## config.mk

```make
export PLATFORM = sky130hd
export DESIGN_NAME = lrgd_ctrl
export DESIGN_NICKNAME = d
export VERILOG_FILES = /design/src/hw/rtl/lrgd_pkg.sv /design/src/hw/rtl/lrgd_ctrl.sv
export VERILOG_INCLUDE_DIRS = /design/src /design/src/hw/rtl
export SDC_FILE = /design/constraint.sdc
export NUM_CORES = 1
export LEC_CHECK = 0
export BUFFER_PORTS_ARGS = -buffer_cell sky130_fd_sc_hd__buf_2
export CORE_UTILIZATION = 50
export CTS_BUF_LIST = sky130_fd_sc_hd__clkbuf_4 sky130_fd_sc_hd__clkbuf_8
export DETAILED_ROUTE_END_ITERATION = 10
export PLACE_DENSITY_LB_ADDON = 0.08
export SLEW_MARGIN = 40
export SYNTH_ARGS = -nofsm -noshare
export SYNTH_HDL_FRONTEND = slang
export SYNTH_SLANG_ARGS = --single-unit
```

## constraint.sdc

```tcl
create_clock -name i_clk -period 5.9 [get_ports i_clk]
set_clock_uncertainty 0.15 [all_clocks]
set_input_delay 0.295 -clock i_clk [delete_from_list [all_inputs] [get_ports i_clk]]
set_output_delay 0.295 -clock i_clk [all_outputs]
set_load 0.03 [all_outputs]
```

## src/hw/rtl/assert_macros.svh

```systemverilog
// Assertion macros for the RTL modules; the training sequencer uses them.
`ifndef ASSERT_MACROS_SVH
`define ASSERT_MACROS_SVH

// Concurrent assertion on the rising clock edge, switched off while reset is low.
`define ASSERT_CLK(label, clk, rst_n, prop, msg) \
    label: assert property (@(posedge clk) disable iff (!rst_n) prop) else $error(msg);

// Concurrent assertion that a condition never holds outside reset.
`define ASSERT_NEVER(label, clk, rst_n, cond, msg) \
    `ASSERT_CLK(label, clk, rst_n, !(cond), msg)

`endif

```

## src/hw/rtl/lrgd_pkg.sv

```systemverilog
// Types, codes and fixed-point helpers of the linear regression trainer.
`timescale 1ns / 1ps

package lrgd_pkg;

    localparam int MAX_FW = 6;
    localparam int MAX_SW = 16;

    typedef enum logic [2:0] {
        FUNC_WR_FEATURE = 3'd0,
        FUNC_WR_TARGET  = 3'd1,
        FUNC_TRAIN      = 3'd2,
        FUNC_PREDICT    = 3'd3,
        FUNC_WR_WEIGHT  = 3'd4,
        FUNC_RD_WEIGHT  = 3'd5
    } t_func;

    typedef enum logic [1:0] {
        KIND_PREDICT = 2'd0,
        KIND_WEIGHT  = 2'd1,
        KIND_DONE    = 2'd2
    } t_kind;

    typedef struct packed {
        logic [2:0]         func;
        logic [9:0]         sample_index;
        logic [3:0]         feature_index;
        logic signed [31:0] value;
        logic               last;
    } t_request;

    typedef struct packed {
        logic [1:0]         kind;
        logic signed [31:0] result_value;
        logic               class_bit;
    } t_result;

    // Commands from the training sequencer to the datapath.
    typedef struct packed {
        logic              train;
        logic              rd_en;
        logic [MAX_SW-1:0] samp_j;
        logic [MAX_FW-1:0] feat_k;
        logic [MAX_FW-1:0] feat_i;
        logic              err_en;
        logic              grad_en;
        logic              step1;
        logic              step2;
        logic              step3;
        logic              done;
    } t_cmd;

    function automatic logic signed [63:0] sat_add64(input logic signed [63:0] a,
                                                     input logic signed [63:0] b);
        logic signed [64:0] s;
        s = {a[63], a} + {b[63], b};
        if (s[64] != s[63]) begin
            return s[64] ? {1'b1, 63'd0} : {1'b0, {63{1'b1}}};
        end
        return s[63:0];
    endfunction

    function automatic logic signed [31:0] sat32(input logic signed [63:0] x);
        if (x > 64'sh0000_0000_7FFF_FFFF) begin
            return 32'sh7FFF_FFFF;
        end
        if (x < -64'sh0000_0000_8000_0000) begin
            return 32'sh8000_0000;
        end
        return x[31:0];
    endfunction

endpackage

```

## src/hw/rtl/lrgd_ctrl.sv

```systemverilog
// Training sequencer: walks passes, features, samples and dot product elements.
`timescale 1ns / 1ps
`include "assert_macros.svh"

module lrgd_ctrl #(
    parameter int MAX_FEATURES = 16,
    parameter int MAX_SAMPLES  = 1024
) (
    input  logic             i_clk,
    input  logic             i_rst_n,
    input  logic             i_train,
    input  logic [4:0]       i_feature_count,
    input  logic [10:0]      i_sample_count,
    input  logic [15:0]      i_iteration_count,
    output logic             o_busy,
    output lrgd_pkg::t_cmd   o_cmd
);

    localparam int FW = (MAX_FEATURES > 1) ? $clog2(MAX_FEATURES) : 1;
    localparam int SW = (MAX_SAMPLES > 1) ? $clog2(MAX_SAMPLES) : 1;

    typedef enum logic [3:0] {
        ST_IDLE, ST_DOT, ST_W1, ST_W2, ST_ERR, ST_GRAD, ST_GW,
        ST_STEP1, ST_STEP2, ST_STEP3, ST_DONE
    } t_state;

    t_state        r_state;
    logic [FW-1:0] r_k, r_i;
    logic [SW-1:0] r_j;
    logic [15:0]   r_it;
    int            nf, ns;

    always_comb begin
        nf = (int'(i_feature_count) < MAX_FEATURES) ? int'(i_feature_count) : MAX_FEATURES;
        ns = (int'(i_sample_count) < MAX_SAMPLES) ? int'(i_sample_count) : MAX_SAMPLES;
    end

    always_ff @(posedge i_clk) begin
        if (!i_rst_n) begin
            r_state <= ST_IDLE;
            r_k     <= '0;
            r_i     <= '0;
            r_j     <= '0;
            r_it    <= '0;
        end else begin
            case (r_state)
                ST_IDLE: begin
                    if (i_train) begin
                        r_k  <= '0;
                        r_i  <= '0;
                        r_j  <= '0;
                        r_it <= '0;
                        if (i_iteration_count == 16'd0 || nf == 0) begin
                            r_state <= ST_DONE;
                        end else begin
                            r_state <= (ns == 0) ? ST_STEP1 : ST_DOT;
                        end
                    end
                end
                ST_DOT: begin
                    if (int'(r_k) == nf - 1) begin
                        r_k     <= '0;
                        r_state <= ST_W1;
                    end else begin
                        r_k <= r_k + 1'b1;
                    end
                end
                ST_W1:   r_state <= ST_W2;
                ST_W2:   r_state <= ST_ERR;
                ST_ERR:  r_state <= ST_GRAD;
                ST_GRAD: begin
                    if (int'(r_j) == ns - 1) begin
                        r_j     <= '0;
                        r_state <= ST_GW;
                    end else begin
                        r_j     <= r_j + 1'b1;
                        r_state <= ST_DOT;
                    end
                end
                ST_GW:    r_state <= ST_STEP1;
                ST_STEP1: r_state <= ST_STEP2;
                ST_STEP2: r_state <= ST_STEP3;
                ST_STEP3: begin
                    if (int'(r_i) == nf - 1) begin
                        r_i <= '0;
                        if (r_it == i_iteration_count - 16'd1) begin
                            r_state <= ST_DONE;
                        end else begin
                            r_it    <= r_it + 16'd1;
                            r_state <= (ns == 0) ? ST_STEP1 : ST_DOT;
                        end
                    end else begin
                        r_i     <= r_i + 1'b1;
                        r_state <= (ns == 0) ? ST_STEP1 : ST_DOT;
                    end
                end
                ST_DONE: r_state <= ST_IDLE;
                default: r_state <= ST_IDLE;
            endcase
        end
    end

    always_comb begin
        o_cmd         = '0;
        o_cmd.train   = (r_state != ST_IDLE);
        o_cmd.rd_en   = (r_state == ST_DOT);
        o_cmd.samp_j  = lrgd_pkg::MAX_SW'(r_j);
        o_cmd.feat_k  = lrgd_pkg::MAX_FW'(r_k);
        o_cmd.feat_i  = lrgd_pkg::MAX_FW'(r_i);
        o_cmd.err_en  = (r_state == ST_ERR);
        o_cmd.grad_en = (r_state == ST_GRAD);
        o_cmd.step1   = (r_state == ST_STEP1);
        o_cmd.step2   = (r_state == ST_STEP2);
        o_cmd.step3   = (r_state == ST_STEP3);
        o_cmd.done    = (r_state == ST_DONE);
    end

    assign o_busy = (r_state != ST_IDLE);

    `ASSERT_CLK(a_train_goes_busy, i_clk, i_rst_n, (i_train && !o_busy) |=> o_busy, "train request did not start the sequencer")
    `ASSERT_CLK(a_done_then_idle, i_clk, i_rst_n, o_cmd.done |=> !o_busy, "sequencer did not return to idle after done")
    `ASSERT_CLK(a_one_cmd, i_clk, i_rst_n, $onehot0({o_cmd.rd_en, o_cmd.err_en, o_cmd.grad_en, o_cmd.step1, o_cmd.step2, o_cmd.step3, o_cmd.done}), "more than one datapath command at once")

endmodule

```

==> impl_summary.txt, run 1 <==
----------------------------------------------------
[Cells and area]
  Sequential cell area in the final layout ... 760.7 µm²
  Most frequent cells in the layout ... 61 x sky130_fd_sc_hd__buf_2, 40 x sky130_fd_sc_hd__nor2_1, 38 x sky130_fd_sc_hd__dfxtp_1
  Area of the multi-input gates ... 2450 µm²
  Most frequent standard cell in the layout excluding fill and tap cells ... sky130_fd_sc_hd__buf_2
  Count of antenna diodes in the layout ... 0
  Fill count ... 639
  Fraction of final layout cells with drive strength greater than 1 ... between 10% and 20%
  Net count of the finished layout ... between 500 and 600
  Final cell count without fillers ... roughly 580
  Relative area change from synthesis to final layout ... 11.16%

[Floorplanning]
  Row count ... 29
  Height of the die ... 84.41 µm
  Top-level I/O count ... 72
  Placeable core region ... 6459 µm²
  Initial core utilization ... between 50% and 60%
  Overall die width ... 84.41 µm
  Area of the die ... 7125 µm²

[Setup path]
  WS Path Type ... in -> reg
  Worst-case register-to-register setup slack ... around 3.1 ns
  Stage delay of the slowest cell on the critical path ... 0.53 ns
  Largest fanout of any net on the critical path ... 21
  Arrival time at the worst endpoint ... 3.36 ns
  Startpoint of the lowest-slack register-to-register path ... r_j[7]
  Cell Chain, Critical Path ... buf_2, nand2b_1, ha_1, nor2b_1, nand4_1, a21oi_1, o311a_1, nor4_1, a21oi_1, and3_1, a221o_1
  Worst setup path endpoint ... r_j[7]
  Startpoint of the worst setup timing path ... i_sample_count[10]
  Depth of the worst register-to-register path ... 7
  Kind of start point of the critical path ... input pin
  Reg2reg end ... r_j[7]
  Required time of the critical path ... 5.94 ns
  Most numerous cell on the critical path ... sky130_fd_sc_hd__a21oi_1
  Setup crit end kind ... register
  Cell with the largest stage delay on the worst path ... sky130_fd_sc_hd__nor4_1

[Global route]
  First-pass GRT wire length ... between 10 and 15 mm
  Total overflow reported by the global router ... 0
  Vias in the first global route ... 3190
  Maximum number of pins on one net before global-route repair ... 24
  Antenna violations before repair ... 0
  Global Route Usage Sum ... 24.85%

[Logic synthesis]
  Total of flip-flops plus latches after synthesis ... 38
  Cells after synthesis ... 456
  EDFF count, synth ... 0
  Count of different cell masters after synthesis ... between 60 and 70
  Number of warnings reported in the yosys synthesis log ... 0
  Cell area after synthesis ... 3396 µm²
  Fraction of registers with async set/reset ... 0%
  Proportion of synthesized chip area in sequential cells ... 22.40%
  Dominant register cell in the synthesized netlist ... sky130_fd_sc_hd__dfxtp_1
  Post-synthesis average cell area ... between 7 and 8 µm²

[Clock tree]
  Total number of H-tree levels ... 2
  Clock-pin transition on the worst setup and hold timing paths ... about 0.080 ns
  Clock insertion delay at the later pin of the skew report ... approximately 0.30 ns
  Clock buffers created by TritonCTS ... 5
  Bufs on Longest Clock Path ... 2
  Clock tree from TritonCTS ... done
  CTS-repair resized insts ... 0
  Cell at the root of the clock tree ... sky130_fd_sc_hd__clkbuf_8
  Total number of clock tree sinks ... 38
  Number of post-CTS setup repair buffers ... 0
  Hold buffer count at cts ... 0

[Detailed routing]
  Number of optimization iterations in the first detailed-route pass ... 8
  Vias per cell ... between 6 and 7
  Iter 0 DRT Violations ... 218
  Post-detailed-route count of antenna-violating nets ... 0
  Routed WL ... 8.517 mm
  Total vias in the final route ... 3510
  Routed length per instance ... 14.61 µm
  DRC violations left ... 7

[Hold path]
  Classification of the worst-slack hold path ... in -> reg

[Outcome]
  Run status ... finished with violations
  Failing checks ... design-rule violations

[Timing]
  Post-route fraction of the period consumed by the critical path ... 56.22%
  Setup TNS Final ... 0 ns
  Minimum clock period ... 3.317 ns
  Count of final hold-check violations ... 0
  Highest attainable clock frequency ... between 300 and 400 MHz
  Unrepaired setup endpoints after global routing ... no
  Number of endpoints failing setup at the final stage ... 0
  Worst Hold Margin ... 0.1466 ns
  Final number of max-transition violations ... 0
  Worst-case setup margin in the final layout ... between 2 and 3 ns
  Slew headroom ... 48.59%
  Transition time of the tightest slew-check pin ... 0.7712 ns

[Placement]
  Post-placement setup slack ... 2.360 ns
  DPL Wire Length ... 6.556 mm
  GPL Wtd Cong ... 0.9465
  Count of buffers inserted at the top-level ports ... 61
  Total placed cells including tap cells ... 575

[Power]
  Leakage ... 1.468 nW
  Power per cell area ... 161.2 nW/µm²
  Design Power ... 0.0006084 W
  Maximum vdd drop ... 128.2 µV

[Flow run]
  MaxCap Viol Count ... 0

----------------------------------------------------
==> cell families (layout without fill, tap and decap cells) <==
family          after synthesis  in the layout  share of synthesized area (%)
mux                           4              4                          1.253
buf+inv                      45             86                          6.632
fa+ha+maj                     8              8                          2.948
other cells                   1             10                         0.1104
simple gates                215            215                          36.00
compound gates              109            109                          20.97
flops                        38             38                          22.40
xor+xnor                     36             36                          9.691
==> final cells by class <==
type                            instances  share of cell area (%)
Timing Repair Buffer                   62                   8.286
Clock buffer                            6                   2.188
Clock inverter                          2                  0.3315
Multi-Input combinational cell        382                   64.90
Sequential cell                        38                   20.15
Tap cell                               77                   2.552
Inverter                               16                   1.591
==> metal layers <==
metal | vias up | track usage [%] | wire [µm] | part of all wire [%]
met5 | - | 0 | 0 | 0
met3 | 6 | 3.245 | 428 | 5.0
li1 | 1773 | - | - | -
met2 | 100 | 42.25 | 3946 | 46
met4 | 0 | 5.547 | 77 | 0.90
met1 | 1631 | 33.74 | 4064 | 48
==> state kept, by name, indices dropped and copies added (netlist names) <==
register / cells
r_k: 4
r_it: 16
r_i: 4
r_state: 4
r_j: 10
==> report_power, final <==
group / internal [W] / switching, W
clock network: 0.0000940 / 0.0000997
registers: 0.000260 / 0.00000699
logic: 0.0000506 / 0.0000972
==> metrics by stage <==
stage                     utilization [%]  cell area [µm²]
after floorplan                         -             3430
after global placement              56.88             3674
after detailed placement            56.97             3680
after CTS                           58.45             3775
after global routing                58.45             3775
final                               58.45             3775
==> worst max-delay path, delay by kind of cell <==
kind | cells | cell delay, ns
adder cells (fa/ha/maj) | 1 | 0.31
buffers and inverters | 1 | 0.21
AND/OR/NAND/NOR | 5 | 1.46
AO/OA/AOI/OAI | 4 | 1.08
==> how the worst min path moves through the flow <==
stage,start,to,slack (ns),cells past startpoint
after floorplan,i_rst_n,r_it[1],0.29,2
after global placement,r_it[15],r_it[15],0.33,2
after global routing,i_rst_n,r_it[1],0.16,3
final,i_rst_n,r_it[1],0.15,3
after CTS,i_rst_n,r_it[1],0.15,3
after detailed placement,r_it[15],r_it[15],0.35,2
==> cells in the mapped netlist, types with 13 or more instances <==
cell	n	share of area, %
sky130_fd_sc_hd__xor2_1	14	3.6
sky130_fd_sc_hd__or3_1	14	2.6
sky130_fd_sc_hd__nand3_1	23	3.4
sky130_fd_sc_hd__nor2_1	40	4.4
sky130_fd_sc_hd__a21oi_1	29	4.3
sky130_fd_sc_hd__clkbuf_1	14	1.5
sky130_fd_sc_hd__xnor2_1	21	5.4
sky130_fd_sc_hd__o21ai_0	23	3.4
sky130_fd_sc_hd__nand2_1	30	3.3
sky130_fd_sc_hd__nand4_1	14	2.6
sky130_fd_sc_hd__dfxtp_1	38	22
sky130_fd_sc_hd__and3_1	13	2.4
sky130_fd_sc_hd__inv_1	16	1.8
Power figures use the tool's default switching activity.
==> run 2, diff against run 1 <==
==> constraint.sdc (replaced) <==
create_clock -name i_clk -period 3.2 [get_ports i_clk]
set_clock_uncertainty 0.15 [all_clocks]
set_input_delay 0.16 -clock i_clk [delete_from_list [all_inputs] [get_ports i_clk]]
set_output_delay 0.16 -clock i_clk [all_outputs]
set_load 0.03 [all_outputs]
==> run 2 against run 1 <==
The run still ends with design-rule violations left. Sequential share of layout area shrank 0.53 points. Register-to-register slack lost 2.3 ns. Utilization grew 1.6 points. Sequential power grew 84%. Critical path depth shrank 1. Sequential cell count is the same. Wire length grew 1.9%. First-iteration DRC count grew 20%.
==> impl_summary.txt, run 2 (synthesis gave the netlist of run 1 again) <==
----------------------------------------------------
[Outcome]
  Run status ... finished with violations
  Failing checks ... design-rule violations

[Cells and area]
  Most frequent standard cell in the layout excluding fill and tap cells ... sky130_fd_sc_hd__buf_2
  Count of antenna diodes in the layout ... 0 (unchanged)
  Net count of the finished layout ... 559 (+2.0%)
  Number of flip-flops in the largest register ... 16 (unchanged)
  Fill count ... 629 (-1.6%)
  Final design area excluding fillers ... 3877 µm² (+2.7%)
  Register ranked first by flip-flop count ... r_it
  Final core occ ... 60.03% (+1.6 points)
  Most frequent cells in the layout ... 61 x sky130_fd_sc_hd__buf_2, 40 x sky130_fd_sc_hd__nor2_1, 38 x sky130_fd_sc_hd__dfxtp_1
  Registers with the most flip-flops ... r_it: 16 flops, r_j: 10 flops
  Fraction of final layout cells with drive strength greater than 1 ... 18.96% (+1.6 points)
  Relative area change from synthesis to final layout ... 14.19%

[Clock tree]
  Clock-pin transition on the worst setup and hold timing paths ... 0.08 ns (about the same)
  Clock insertion delay at the later pin of the skew report ... 0.29 ns (about the same)
  Number of post-CTS setup repair buffers ... 0 (unchanged)
  Cell at the root of the clock tree ... sky130_fd_sc_hd__clkbuf_8
  Total number of clock tree sinks ... 38 (unchanged)
  Bufs on Longest Clock Path ... 2 (unchanged)
  Clock buffers created by TritonCTS ... 5 (unchanged)
  Total number of H-tree levels ... 2 (unchanged)
  Hold buffer count at cts ... 0 (unchanged)
  Clock tree from TritonCTS ... done
  CTS-repair resized insts ... 0 (unchanged)

[Setup path]
  Cell with the largest stage delay on the worst path ... sky130_fd_sc_hd__or4_1
  Required time of the critical path ... 3.21 ns (-2.73 ns)
  Startpoint of the lowest-slack register-to-register path ... r_state[0]
  Kind of cell adding the most delay to the critical path ... simple AND/OR/NAND/NOR gates
  Cell Chain, Critical Path ... buf_2, or3_1, or4_1, or3_1, o41a_1, a211o_1, nor2_4, buf_12, a21o_1, a41oi_1
  Buffers plus inverters on the worst setup path ... 2 (+1)
  Stage delay of the slowest cell on the critical path ... 0.47 ns (-0.06 ns)
  Kind of start point of the critical path ... input pin
  Arrival time at the worst endpoint ... 2.71 ns (-0.65 ns)
  Largest fanout of any net on the critical path ... 15 (-29%)
  Startpoint of the worst setup timing path ... i_iteration_count[7]
  WS Path Type ... in -> reg
  Most numerous cell on the critical path ... sky130_fd_sc_hd__or3_1
  Setup crit end kind ... register

[Global route]
  First-pass GRT wire length ... 14.50 mm (-0.90%)
  Maximum number of pins on one net before global-route repair ... 16 (-33%)
  Antenna violations before repair ... 0 (unchanged)
  Global Route Usage Sum ... 24.50% (-0.36 points)
  Vias in the first global route ... 3185 (-0.16%)
  Total overflow reported by the global router ... 0 (unchanged)

[Detailed routing]
  Vias per cell ... 6.071 (+0.83%)
  DRC violations left ... 5 (-2)
  Iter 0 DRT Violations ... 262 (+20%)
  Post-detailed-route count of antenna-violating nets ... 0 (unchanged)
  Routed WL ... 8.678 mm (+1.9%)
  Total vias in the final route ... 3606 (+2.7%)
  Number of optimization iterations in the first detailed-route pass ... 10 (+2)
  Routed length per instance ... 14.61 µm (about the same)

[Floorplanning]
  Top-level I/O count ... 72 (unchanged)
  Area of the die ... 7125 µm² (unchanged)
  Row count ... 29 (unchanged)
  Overall die width ... 84.41 µm (unchanged)
  Height of the die ... 84.41 µm (unchanged)
  Initial core utilization ... 52.58% (unchanged)
  Placeable core region ... 6459 µm² (unchanged)

[Placement]
  DPL Wire Length ... 6.776 mm (+3.3%)
  Count of buffers inserted at the top-level ports ... 61 (unchanged)
  GPL Wtd Cong ... 0.9213 (-2.7%)
  Post-placement setup slack ... 0.2066 ns (-2.153 ns)
  Post-DP Area ... 3769 µm² (+2.4%)

[Timing]
  Highest attainable clock frequency ... approximately 370 MHz
  Setup TNS Final ... 0 ns (unchanged)
  Post-route fraction of the period consumed by the critical path ... a little over four fifths
  Worst-case setup margin in the final layout ... 0.4947 ns (-2.088 ns)
  Transition time of the tightest slew-check pin ... 0.5357 ns (-0.2355 ns)
  Count of final hold-check violations ... 0 (unchanged)
  Minimum clock period ... 2.705 ns
  Final number of max-transition violations ... 0 (unchanged)
  Number of endpoints failing setup at the final stage ... 0 (unchanged)
  Unrepaired setup endpoints after global routing ... no
  Slew headroom ... 64.29% (+16 points)

[Power]
  Maximum vdd drop ... 298.7 µV (+130%)
  P_sw ... 0.0003716 W (+82%)
  Proportion of power drawn by combinational gates ... 23.6% (-0.7 points)
  Leakage ... 1.538 nW (+4.8%)
  Design Power ... 0.001178 W (+94%)
  Switching share of power ... 31.55% (-2.0 points)
  Internal ... 0.0008061 W (+99%)
  Power per cell area ... 303.7 nW/µm² (+88%)
  Sequential share of power ... 41.8% (-2.1 points)
  Share of total power in the clock network ... 34.7% (+2.9 points)

[Flow run]
  MaxCap Viol Count ... 0 (unchanged)

[Hold path]
  Worst hold path startpoint ... i_rst_n
  Classification of the worst-slack hold path ... in -> reg

----------------------------------------------------
-- run 2: cell types whose count changed in the layout (fill, tap and decap cells not counted), sizes merged --
cell      change
clkinvlp      -1
bufinv        +1
clkbuf        -1
clkinv        +1
buf          +11
-- run 2: worst paths after layout --
check / end / slack (ns) / depth (start not counted)
setup / recovery: r_state[0] / 0.49 / 10
setup reg to reg: r_it[15] / 0.74 / 7
hold / removal: r_it[1] / 0.02 / 3
hold reg to reg: r_it[15] / 0.35 / 2
-- run 2: metrics by stage --
stage          instances  hold slack [ns]
2_1_floorplan        465           0.1555
3_5_place_dp         586           0.3363
3_3_place_gp         586           0.3284
6_report             594          0.02088
5_1_grt              594          0.02948
4_1_cts              594          0.01963
-- run 2: per-layer routing --
layer	up-vias	wire length [µm]	global-route usage, %	share of wire [%]
met1	1696	4209	34.96	49
met4	0	51	4.160	0.59
met3	6	528	3.147	6.1
met2	107	3889	40.16	45
li1	1797	-	-	-
met5	-	0	0	0
-- run 2: cell type report --
| class | instances | area, µm² | area share [%] |
|---|---|---|---|
| Clock buffer | 5 | 68.82 | 1.775 |
| Clock inverter | 3 | 40.04 | 1.033 |
| Multi-Input combinational cell | 382 | 2444 | 63.02 |
| Timing Repair Buffer | 73 | 407.9 | 10.52 |
| Inverter | 16 | 60.06 | 1.549 |
| Tap cell | 77 | 96.34 | 2.485 |
| Sequential cell | 38 | 760.7 | 19.62 |
-- run 2: worst reg2reg max path, delay by kind of cell (launching register included) --
kind	cells	cell delay [ns]
and+or+nand+nor	4	1.33
AOI/OAI and AO/OA	2	0.34
buffers and inverters	1	0.14
DFF	1	0.44
-- run 2: power groups by stage --
stage                     clock network [W]  logic, W  registers [W]
after global placement                    0  0.000271       0.000503
after CTS                          0.000418  0.000277       0.000492
after global routing               0.000445  0.000305       0.000494
after detailed placement                  0  0.000275       0.000503
final                              0.000408  0.000277       0.000492
after floorplan                           0  0.000199       0.000502
